**config.mk**
```make
export PLATFORM = sky130hd
export DESIGN_NAME = csrspmv_ctrl
export DESIGN_NICKNAME = d
export VERILOG_FILES = /design/src/rtl/csrspmv_pkg.sv /design/src/rtl/csrspmv_ctrl.sv
export SDC_FILE = /design/constraint.sdc
export NUM_CORES = 1
export LEC_CHECK = 0
export ABC_AREA = 0
export ABC_CLOCK_PERIOD_IN_PS = 2200
export BUFFER_PORTS_ARGS = -buffer_cell sky130_fd_sc_hd__buf_2
export CORE_AREA = 4 4 41 43
export CTS_CLUSTER_DIAMETER = 50
export DETAILED_ROUTE_END_ITERATION = 10
export DIE_AREA = 0 0 45 47
export GPL_ROUTABILITY_DRIVEN = 0
export PLACE_DENSITY = 0.46
export SETUP_SLACK_MARGIN = 0.3
export SYNTH_ARGS = -nofsm -noshare
export SYNTH_HDL_FRONTEND = slang
export SYNTH_SLANG_ARGS = --single-unit
```
**constraint.sdc**
```tcl
create_clock -name clk -period 2.2 [get_ports clk]
set_input_delay 0.22 -clock clk [delete_from_list [all_inputs] [get_ports clk]]
set_output_delay 0.22 -clock clk [all_outputs]
set_load 0.005 [all_outputs]
```
**src/rtl/csrspmv_pkg.sv**
```systemverilog
// ----------------------------------------------------------------------------
// csrspmv_pkg
// Shared types and constants for the CSR sparse matrix times vector block.
// ----------------------------------------------------------------------------
`default_nettype none

package csrspmv_pkg;

	// field widths
	localparam int CMD_W   = 2;
	localparam int INDEX_W = 10;
	localparam int VALUE_W = 32;
	localparam int ROW_W   = 16;
	localparam int ACC_W   = 2 * VALUE_W;

	// default vector store depth
	localparam int VEC_DEPTH_DEF = 1024;

	// fraction bits dropped in q32.32 to q16.16 conversion
	localparam int FRAC_SHIFT = 16;

	// command codes
	typedef enum logic [CMD_W-1:0] {
		CMD_LOAD = 2'd0,
		CMD_MAC  = 2'd1,
		CMD_END  = 2'd2
	} cmd_t;

	// controller states
	typedef enum logic [1:0] {
		S_IDLE,
		S_MUL,
		S_ACC,
		S_EMIT
	} state_t;

	// commands from controller to datapath
	typedef struct packed {
		logic wr_vec;
		logic rd_vec;
		logic mul;
		logic acc;
		logic emit;
	} ctrl_t;

	// status from datapath to controller
	typedef struct packed {
		logic slot_free;
	} stat_t;

endpackage

`default_nettype wire

```
**src/rtl/csrspmv_ctrl.sv**
```systemverilog
// ----------------------------------------------------------------------------
// csrspmv_ctrl
// Sequencer: takes one input beat, then writes the vector store or steps the
// datapath through read, multiply, accumulate or result emit.
// ----------------------------------------------------------------------------
`default_nettype none

module csrspmv_ctrl (
	input  logic                            clk,
	input  logic                            arst_n,
	input  logic                            in_valid,
	output logic                            in_stall,
	input  logic [csrspmv_pkg::CMD_W-1:0]   in_cmd,
	input  csrspmv_pkg::stat_t              stat,
	output csrspmv_pkg::ctrl_t              ctl
);

	import csrspmv_pkg::*;

	state_t state_q;
	state_t state_d;

	// state register
	always_ff @(posedge clk or negedge arst_n) begin
		if (!arst_n) begin
			state_q <= S_IDLE;
		end else begin
			state_q <= state_d;
		end
	end

	// next state and commands
	always_comb begin
		state_d  = state_q;
		ctl      = '0;
		in_stall = (state_q != S_IDLE);
		unique case (state_q)
			S_IDLE: begin
				if (in_valid) begin
					unique case (in_cmd)
						CMD_LOAD: ctl.wr_vec = 1'b1;
						CMD_MAC: begin
							ctl.rd_vec = 1'b1;
							state_d    = S_MUL;
						end
						CMD_END: state_d = S_EMIT;
						default: state_d = S_IDLE;
					endcase
				end
			end
			S_MUL: begin
				ctl.mul = 1'b1;
				state_d = S_ACC;
			end
			S_ACC: begin
				ctl.acc = 1'b1;
				state_d = S_IDLE;
			end
			S_EMIT: begin
				if (stat.slot_free) begin
					ctl.emit = 1'b1;
					state_d  = S_IDLE;
				end
			end
			default: state_d = S_IDLE;
		endcase
	end

	// multiply always followed by accumulate
	assert property (@(posedge clk) disable iff (!arst_n)
		state_q == S_MUL |=> state_q == S_ACC)
		else $error("multiply step not followed by accumulate");

	// an end of row beat always leads to the emit state
	assert property (@(posedge clk) disable iff (!arst_n)
		in_valid && !in_stall && in_cmd == CMD_END |=> state_q == S_EMIT)
		else $error("end of row did not enter emit");

	// no beat taken while a nonzero is in flight
	assert property (@(posedge clk) disable iff (!arst_n)
		ctl.rd_vec |=> in_stall)
		else $error("input taken during multiply-accumulate");

endmodule

`default_nettype wire

```
==> Flow_metrics.wiki, run 1 <==
{| class="wikitable"
! Metric !! Value
|-
| Status || finished, final reports clean
|-
| Slew @ Worst Pin || 0.272 ns
|-
| Worst Path Required || 1.98 ns
|-
| Count of flip-flops with a built-in enable after synthesis || 0
|-
| Fill cells || 151
|-
| Finished layout cell area || 299 um2
|-
| Count of instances resized after the clock tree is built || 0
|-
| CTS tree || built
|-
| Total number of placement rows || 13
|-
| Category of cells accounting for the largest share of critical-path delay || flip-flops
|-
| Relative slew margins || 81.9%
|-
| Routing layer with the top usage in global route || met2
|-
| Vias in the first global route || 202
|-
| Worst ir drop on vdd || 95.8 uV
|-
| Drt total wl || 465 um
|-
| Vertical die dimension || 47 um
|-
| Number of top-level design ports || 12
|-
| Warnings, synthesis || 0
|-
| Setup-violating endpoint count in the final report || 0
|-
| Worst flop-to-flop path startpoint || state_q[1]$_DFFE_PN0P_
|-
| Critical path start-end classification || register to primary output
|-
| Pin count of the biggest net entering global routing || 10
|-
| Summed negative setup slack over all endpoints || 0 ns
|-
| Part of the Yosys area used for sequential elements || 26.0%
|-
| Highest clock frequency the design can meet || 751 MHz
|-
| Mapped Avg Cell Area || 10.1 um2
|-
| Worst Reg-to-Reg Cells || 2
|-
| Top post-synthesis cells by count || sky130_fd_sc_hd__ha_1 (3), sky130_fd_sc_hd__and4bb_2 (2), sky130_fd_sc_hd__dfrtp_1 (2), sky130_fd_sc_hd__inv_1 (2), sky130_fd_sc_hd__nor2b_1 (2)
|-
| First-pass GRT wire length || 786 um
|-
| Synth area leader || sky130_fd_sc_hd__dfrtp_1
|-
| Die extent in x || 45 um
|-
| Layout Nets || 45
|-
| Largest stage delay, worst path || 0.46 ns
|-
| Worst-path cell with the longest stage delay || sky130_fd_sc_hd__dfrtp_1
|-
| Buffers on Ports || 11
|-
| Final routed wire length divided by cell count || 9.49 um
|-
| Area used by multi-input combinational logic || 135 um2
|-
| Cell count after synthesis || 19
|-
| First-iteration detailed-routing DRC count || 2
|-
| GR met2 Demand/Resource || 7.34%
|-
| Synth top area share || 26.0%
|-
| Reg with most FFs || state_q
|-
| Post-synthesis net count || 28
|-
| Slew Limit Fails || 0
|-
| Flip-flop count of the largest register after layout || 2
|-
| Register cell area after layout || 50.0 um2
|-
| Count of clock tree sinks || 2
|-
| Vias || 190
|-
| Hold Path Sink || state_q[0]$_DFFE_PN0P_
|-
| Clock-pin slew on the worst setup and hold paths || 0.03 ns
|-
| Met1 track demand over resource in global routing || 6.14%
|-
| Cells along the critical path || and4bb_2 > buf_2
|-
| Fraction of synthesis flops using an asynchronous set or reset pin || 100%
|-
| Period Utilization, post-route || 60.6%
|-
| R2r setup slk || 1.29 ns
|-
| Number of maximum-capacitance constraint violations || 0
|-
| Worst setup skew after layout || 0.000842 ns
|-
| Power density of the placed cells || 571 nW/um2
|-
| RSZ-0062 raised after global routing || no
|-
| TritonCTS Buffers || 3
|-
| Library cell with the highest instance count after synthesis || sky130_fd_sc_hd__ha_1
|-
| Number of failing hold endpoints at the final stage || 0
|-
| Layout-stage area growth over the synthesis result || 55.2%
|-
| Worst hold stages || 2
|-
| Shortest period the worst path allows || 1.33 ns
|-
| Total routing resource utilization after global routing || 5.69%
|-
| Antenna violations before repair || 0
|-
| Largest cells by area after synthesis || sky130_fd_sc_hd__dfrtp_1 (26%), sky130_fd_sc_hd__ha_1 (19%), sky130_fd_sc_hd__and4bb_2 (13%)
|-
| Element type at the critical path end || primary output
|-
| CTS HTree Levels || 1
|-
| Power Total || 0.171 mW
|-
| Distinct cell type count of the synthesized netlist || 13
|-
| Ant. Diodes || 0
|-
| Met3 track demand over resource || 2.68%
|-
| Endpoint of the worst-slack reg-to-reg timing path || state_q[1]$_DFFE_PN0P_
|-
| Core area || 1300 um2
|-
| Worst Path Buf+Inv || 1
|-
| Drt pass-1 iters || 2
|-
| Type of origin of the critical path || register
|-
| Highest net fanout along the worst path || 9
|-
| Later-pin clock latency in the skew report || 0.22 ns
|-
| Most common flop cell mapped by yosys || sky130_fd_sc_hd__dfrtp_1
|-
| Cell area after placement || 267 um2
|-
| Min-Delay Startpoint || stat
|-
| Number of storage elements in the synthesis netlist || 2
|-
| Worst setup slack before clock tree synthesis || 1.07 ns
|-
| Static leakage || 0.171 nW
|-
| Effective utilization at floorplan || 14.8%
|-
| Type of the tightest min-delay check || input pin to register
|-
| Aggregate global routing overflow || 0
|-
| Max clock buf depth || 2
|-
| Die area || 2120 um2
|-
| Number of DRC violations after detailed routing || 0
|-
| Post-layout worst setup margin || 0.868 ns
|-
| Ratio of routed vias to standard cells || 3.88
|-
| CP Data Arrival Time || 1.11 ns
|-
| Finished Core Util || 23.0%
|-
| Combined area of all synthesized cells || 193 um2
|-
| Final HPWL DP || 359 um
|-
| Ratio of cells with drive above 1 in the final layout || 55.9%
|-
| Count of antenna-violating nets left after detailed routing || 0
|-
| Largest registers || state_q x2
|-
| Root buffer cell || sky130_fd_sc_hd__clkbuf_4
|}
layer usage:
| metal | up-vias | share of wire, % | wire length, um |
|---|---|---|---|
| met2 | 12 | 38 | 176 |
| met1 | 79 | 46 | 215 |
| met3 | 0 | 15 | 72 |
| li1 | 99 | - | - |
| met5 | - | 0 | 0 |
| met4 | 0 | 0 | 0 |
worst reg2reg max path, cell delays in order, from the launching register on:
cell and delay [ns]:
sky130_fd_sc_hd__dfrtp_1 0.46, sky130_fd_sc_hd__nor3b_2 0.24, sky130_fd_sc_hd__a22o_1 0.14
repair_timing:
| action | 4_1_cts | 5_1_grt |
|---|---|---|
| endpoints found under the setup margin | 0 | 0 |
| hold buffers | 1 | 0 |
| hold endpoints to repair | 2 | 0 |
| buffers inserted | 0 | 0 |
cell families (layout without fill, tap and decap cells):
logic type	after synthesis	after routing	share of synthesized area, %
AND/OR/NAND/NOR	10	10	41.6
adder cells (fa/ha/maj)	3	3	19.5
AO/OA/AOI/OAI	2	2	9.09
flip-flops	2	2	26.0
buffers and inverters	2	17	3.90
per-stage QoR:
step / hold slack [ns] / cells
floorplan: -0.0756 / 19
global placement: 0.00804 / 45
detailed placement: 0.00961 / 45
CTS: 0.203 / 49
global route: 0.229 / 49
finish: 0.212 / 49
placed cells by master (no fill, tap or decap), drive strengths merged:
cell type,Yosys,final
and4bb,2,2
nor3b,1,1
buf,0,11
dfrtp,2,2
and3,1,1
clkbuf,0,3
dlygate4sd3,0,1
and2b,1,1
nor2b,2,2
ha,3,3
a22o,1,1
o2bb2ai,1,1
nand2,2,2
or2,1,1
inv,2,2
worst max-delay path by stage:
| stage | startpoint | cells past startpoint | end |
|---|---|---|---|
| global placement | in_cmd[0] | 5 | ctl[4] |
| floorplan | state_q[1]$_DFFE_PN0P_ | 1 | ctl[3] |
| detailed placement | in_cmd[0] | 5 | ctl[4] |
| global route | state_q[1]$_DFFE_PN0P_ | 2 | ctl[4] |
| CTS | state_q[1]$_DFFE_PN0P_ | 2 | ctl[4] |
| finish | state_q[1]$_DFFE_PN0P_ | 2 | ctl[4] |
report_power, final:
group / internal (mW) / switching [mW]
Clock: 0.0601 / 0.0194
Sequential: 0.0412 / 0.00925
Combinational: 0.0259 / 0.0149
final cells by class:
type	count	share of cell area [%]
inverters	2	2.51
clock buffers	3	7.53
repair buffers	12	21.8
well taps	15	6.28
flip-flops and latches	2	16.7
multi-input cells	15	45.2
Power figures use the tool's default switching activity.
==> inputs of run 2 (changes only) <==
- ABC_CLOCK_PERIOD_IN_PS: 2200 -> 1250
- clock period: 2.2 -> 1.25 ns (I/O delays scaled with it)
==> Flow_metrics.wiki, run 2 (synthesized netlist as in run 1, its figures left out) <==
{| class="wikitable"
! Metric !! Value
|-
| Effective utilization at floorplan || 14.8%
|-
| RSZ-0062 raised after global routing || yes
|-
| Non-filler cells in the finished layout || 52
|-
| Relative slew margins || 89.5%
|-
| Layout-stage area growth over the synthesis result || 72.7%
|-
| Number of maximum-capacitance constraint violations || 0
|-
| Number of top-level design ports || 12
|-
| Slew @ Worst Pin || 0.157 ns
|-
| Worst setup skew after layout || 0.00233 ns
|-
| Commonest non-fill, non-tap cell in the layout || sky130_fd_sc_hd__buf_2
|-
| Power density of the placed cells || 995 nW/um2
|-
| Worst Path Required || 1.12 ns
|-
| Highest net fanout along the worst path || 7
|-
| Final routed wire length divided by cell count || 9.42 um
|-
| Later-pin clock latency in the skew report || 0.22 ns
|-
| Highest clock frequency the design can meet || 849 MHz
|-
| Buffers on Ports || 11
|-
| Total routing resource utilization after global routing || 5.85%
|-
| Slew Limit Fails || 0
|-
| Layout Nets || 48
|-
| Die area || 2120 um2
|-
| CP Data Arrival Time || 1.05 ns
|-
| Met1 track demand over resource in global routing || 6.59%
|-
| Vertical die dimension || 47 um
|-
| Worst ir drop on vdd || 175 uV
|-
| Largest registers || state_q x2
|-
| First-iteration detailed-routing DRC count || 2
|-
| Flip-flop count of the largest register after layout || 2
|-
| Shortest period the worst path allows || 1.18 ns
|-
| Count of clock tree sinks || 2
|-
| Type of origin of the critical path || register
|-
| Leading cell types in the layout, fill and taps excluded || sky130_fd_sc_hd__buf_2 (11), sky130_fd_sc_hd__ha_1 (3), sky130_fd_sc_hd__clkbuf_4 (3), sky130_fd_sc_hd__buf_4 (3)
|-
| Category of cells accounting for the largest share of critical-path delay || flip-flops
|-
| Worst Path Buf+Inv || 1
|-
| Critical path start-end classification || register to primary output
|-
| Antenna violations before repair || 0
|-
| Status || finished, final reports clean
|-
| Final HPWL DP || 362 um
|-
| Die extent in x || 45 um
|-
| CTS tree || built
|-
| Drt pass-1 iters || 2
|-
| Summed negative setup slack over all endpoints || 0 ns
|-
| Fill cells || 151
|-
| Ratio of cells with drive above 1 in the final layout || 64.9%
|-
| Total number of placement rows || 13
|-
| Setup-violating endpoint count in the final report || 0
|-
| Pin count of the biggest net entering global routing || 8
|-
| Worst-path cell with the longest stage delay || sky130_fd_sc_hd__dfrtp_2
|-
| GR met2 Demand/Resource || 7.63%
|-
| First-pass GRT wire length || 800 um
|-
| Element type at the critical path end || primary output
|-
| TritonCTS Buffers || 3
|-
| Static leakage || 0.184 nW
|-
| Largest stage delay, worst path || 0.43 ns
|-
| Post-placement cell count || 45
|-
| Cells along the critical path || and4bb_2 > buf_2
|-
| Aggregate global routing overflow || 0
|-
| Met3 track demand over resource || 2.30%
|-
| Vias in the first global route || 208
|-
| Clock-pin slew on the worst setup and hold paths || 0.03 ns
|-
| CTS HTree Levels || 1
|-
| Period Utilization, post-route || 94.3%
|-
| Vias || 195
|-
| Reg with most FFs || state_q
|-
| Core area || 1300 um2
|-
| Ant. Diodes || 0
|-
| Routing layer with the top usage in global route || met2
|-
| Post-route worst hold slack || 0.118 ns
|-
| Count of antenna-violating nets left after detailed routing || 0
|-
| Drt total wl || 490 um
|-
| Type of the tightest min-delay check || input pin to register
|-
| Root buffer cell || sky130_fd_sc_hd__clkbuf_4
|-
| Max clock buf depth || 2
|-
| Ratio of routed vias to standard cells || 3.75
|-
| Number of DRC violations after detailed routing || 0
|-
| Number of failing hold endpoints at the final stage || 0
|}
==> run 2: changes by cell type in the layout (fill, tap and decap cells not counted), sizes merged <==
| cell | delta |
|---|---|
| buf | +3 |
==> run 2: repair_timing <==
action / 4_1_cts / 5_1_grt
endpoints found under the hold margin: 2 / 0
hold buffers: 1 / 0
pin swaps: 2 / 4
resized for setup: 3 / 1
endpoints found under the setup margin: 6 / 8
setup buffers: 3 / 0
==> run 2: power breakdown <==
group,internal (mW),leakage (nW),switching [mW]
clock network,0.106,0.0138,0.0364
registers,0.0740,0.0236,0.0112
logic,0.0656,0.147,0.0380
==> run 2: worst reg2reg max path: cells and delay by family, from the launching register on <==
kind	cells	cell delay (ns)
DFF	1	0.43
buffers and inverters	2	0.29
and+or+nand+nor	1	0.18
AOI/OAI and AO/OA	1	0.13
==> run 2: layer usage <==
layer  part of all wire (%)  wire [um]
met5                      0          0
met3                     17         85
met4                      0          0
met1                     44        217
met2                     38        187
==> run 2: final timing paths <==
kind | start | end | slack, ns | cells past startpoint
max in group asynchronous | arst_n | state_q[0]$_DFFE_PN0P_ | 0.92 | 2
max reg2reg | state_q[1]$_DFFE_PN0P_ | state_q[0]$_DFFE_PN0P_ | 0.14 | 4
min | stat | state_q[0]$_DFFE_PN0P_ | 0.12 | 2
min in group asynchronous | arst_n | state_q[1]$_DFFE_PN0P_ | 0.22 | 2
min reg2reg | state_q[0]$_DFFE_PN0P_ | state_q[1]$_DFFE_PN0P_ | 0.69 | 2
max | state_q[1]$_DFFE_PN0P_ | ctl[4] | 0.07 | 2
==> run 2: final cells by class <==
cell class	count	area, um2	area share, %
multi-input combinational	15	144	43.2
timing repair buffer	15	87.6	26.3
sequential	2	52.6	15.8
clock buffer	3	22.5	6.77
tap	15	18.8	5.64
inverter	2	7.51	2.26
==> run 2: per-stage QoR <==
stage	total power [mW]	cell area (um2)	worst slack [ns]	utilization [%]
floorplan	0.125	193	0.390	-
finish	0.331	333	0.0719	25.6
global placement	0.161	267	0.239	20.5
CTS	0.336	327	0.0625	25.1
global route	0.352	333	0.0381	25.6
detailed placement	0.160	267	0.251	20.5
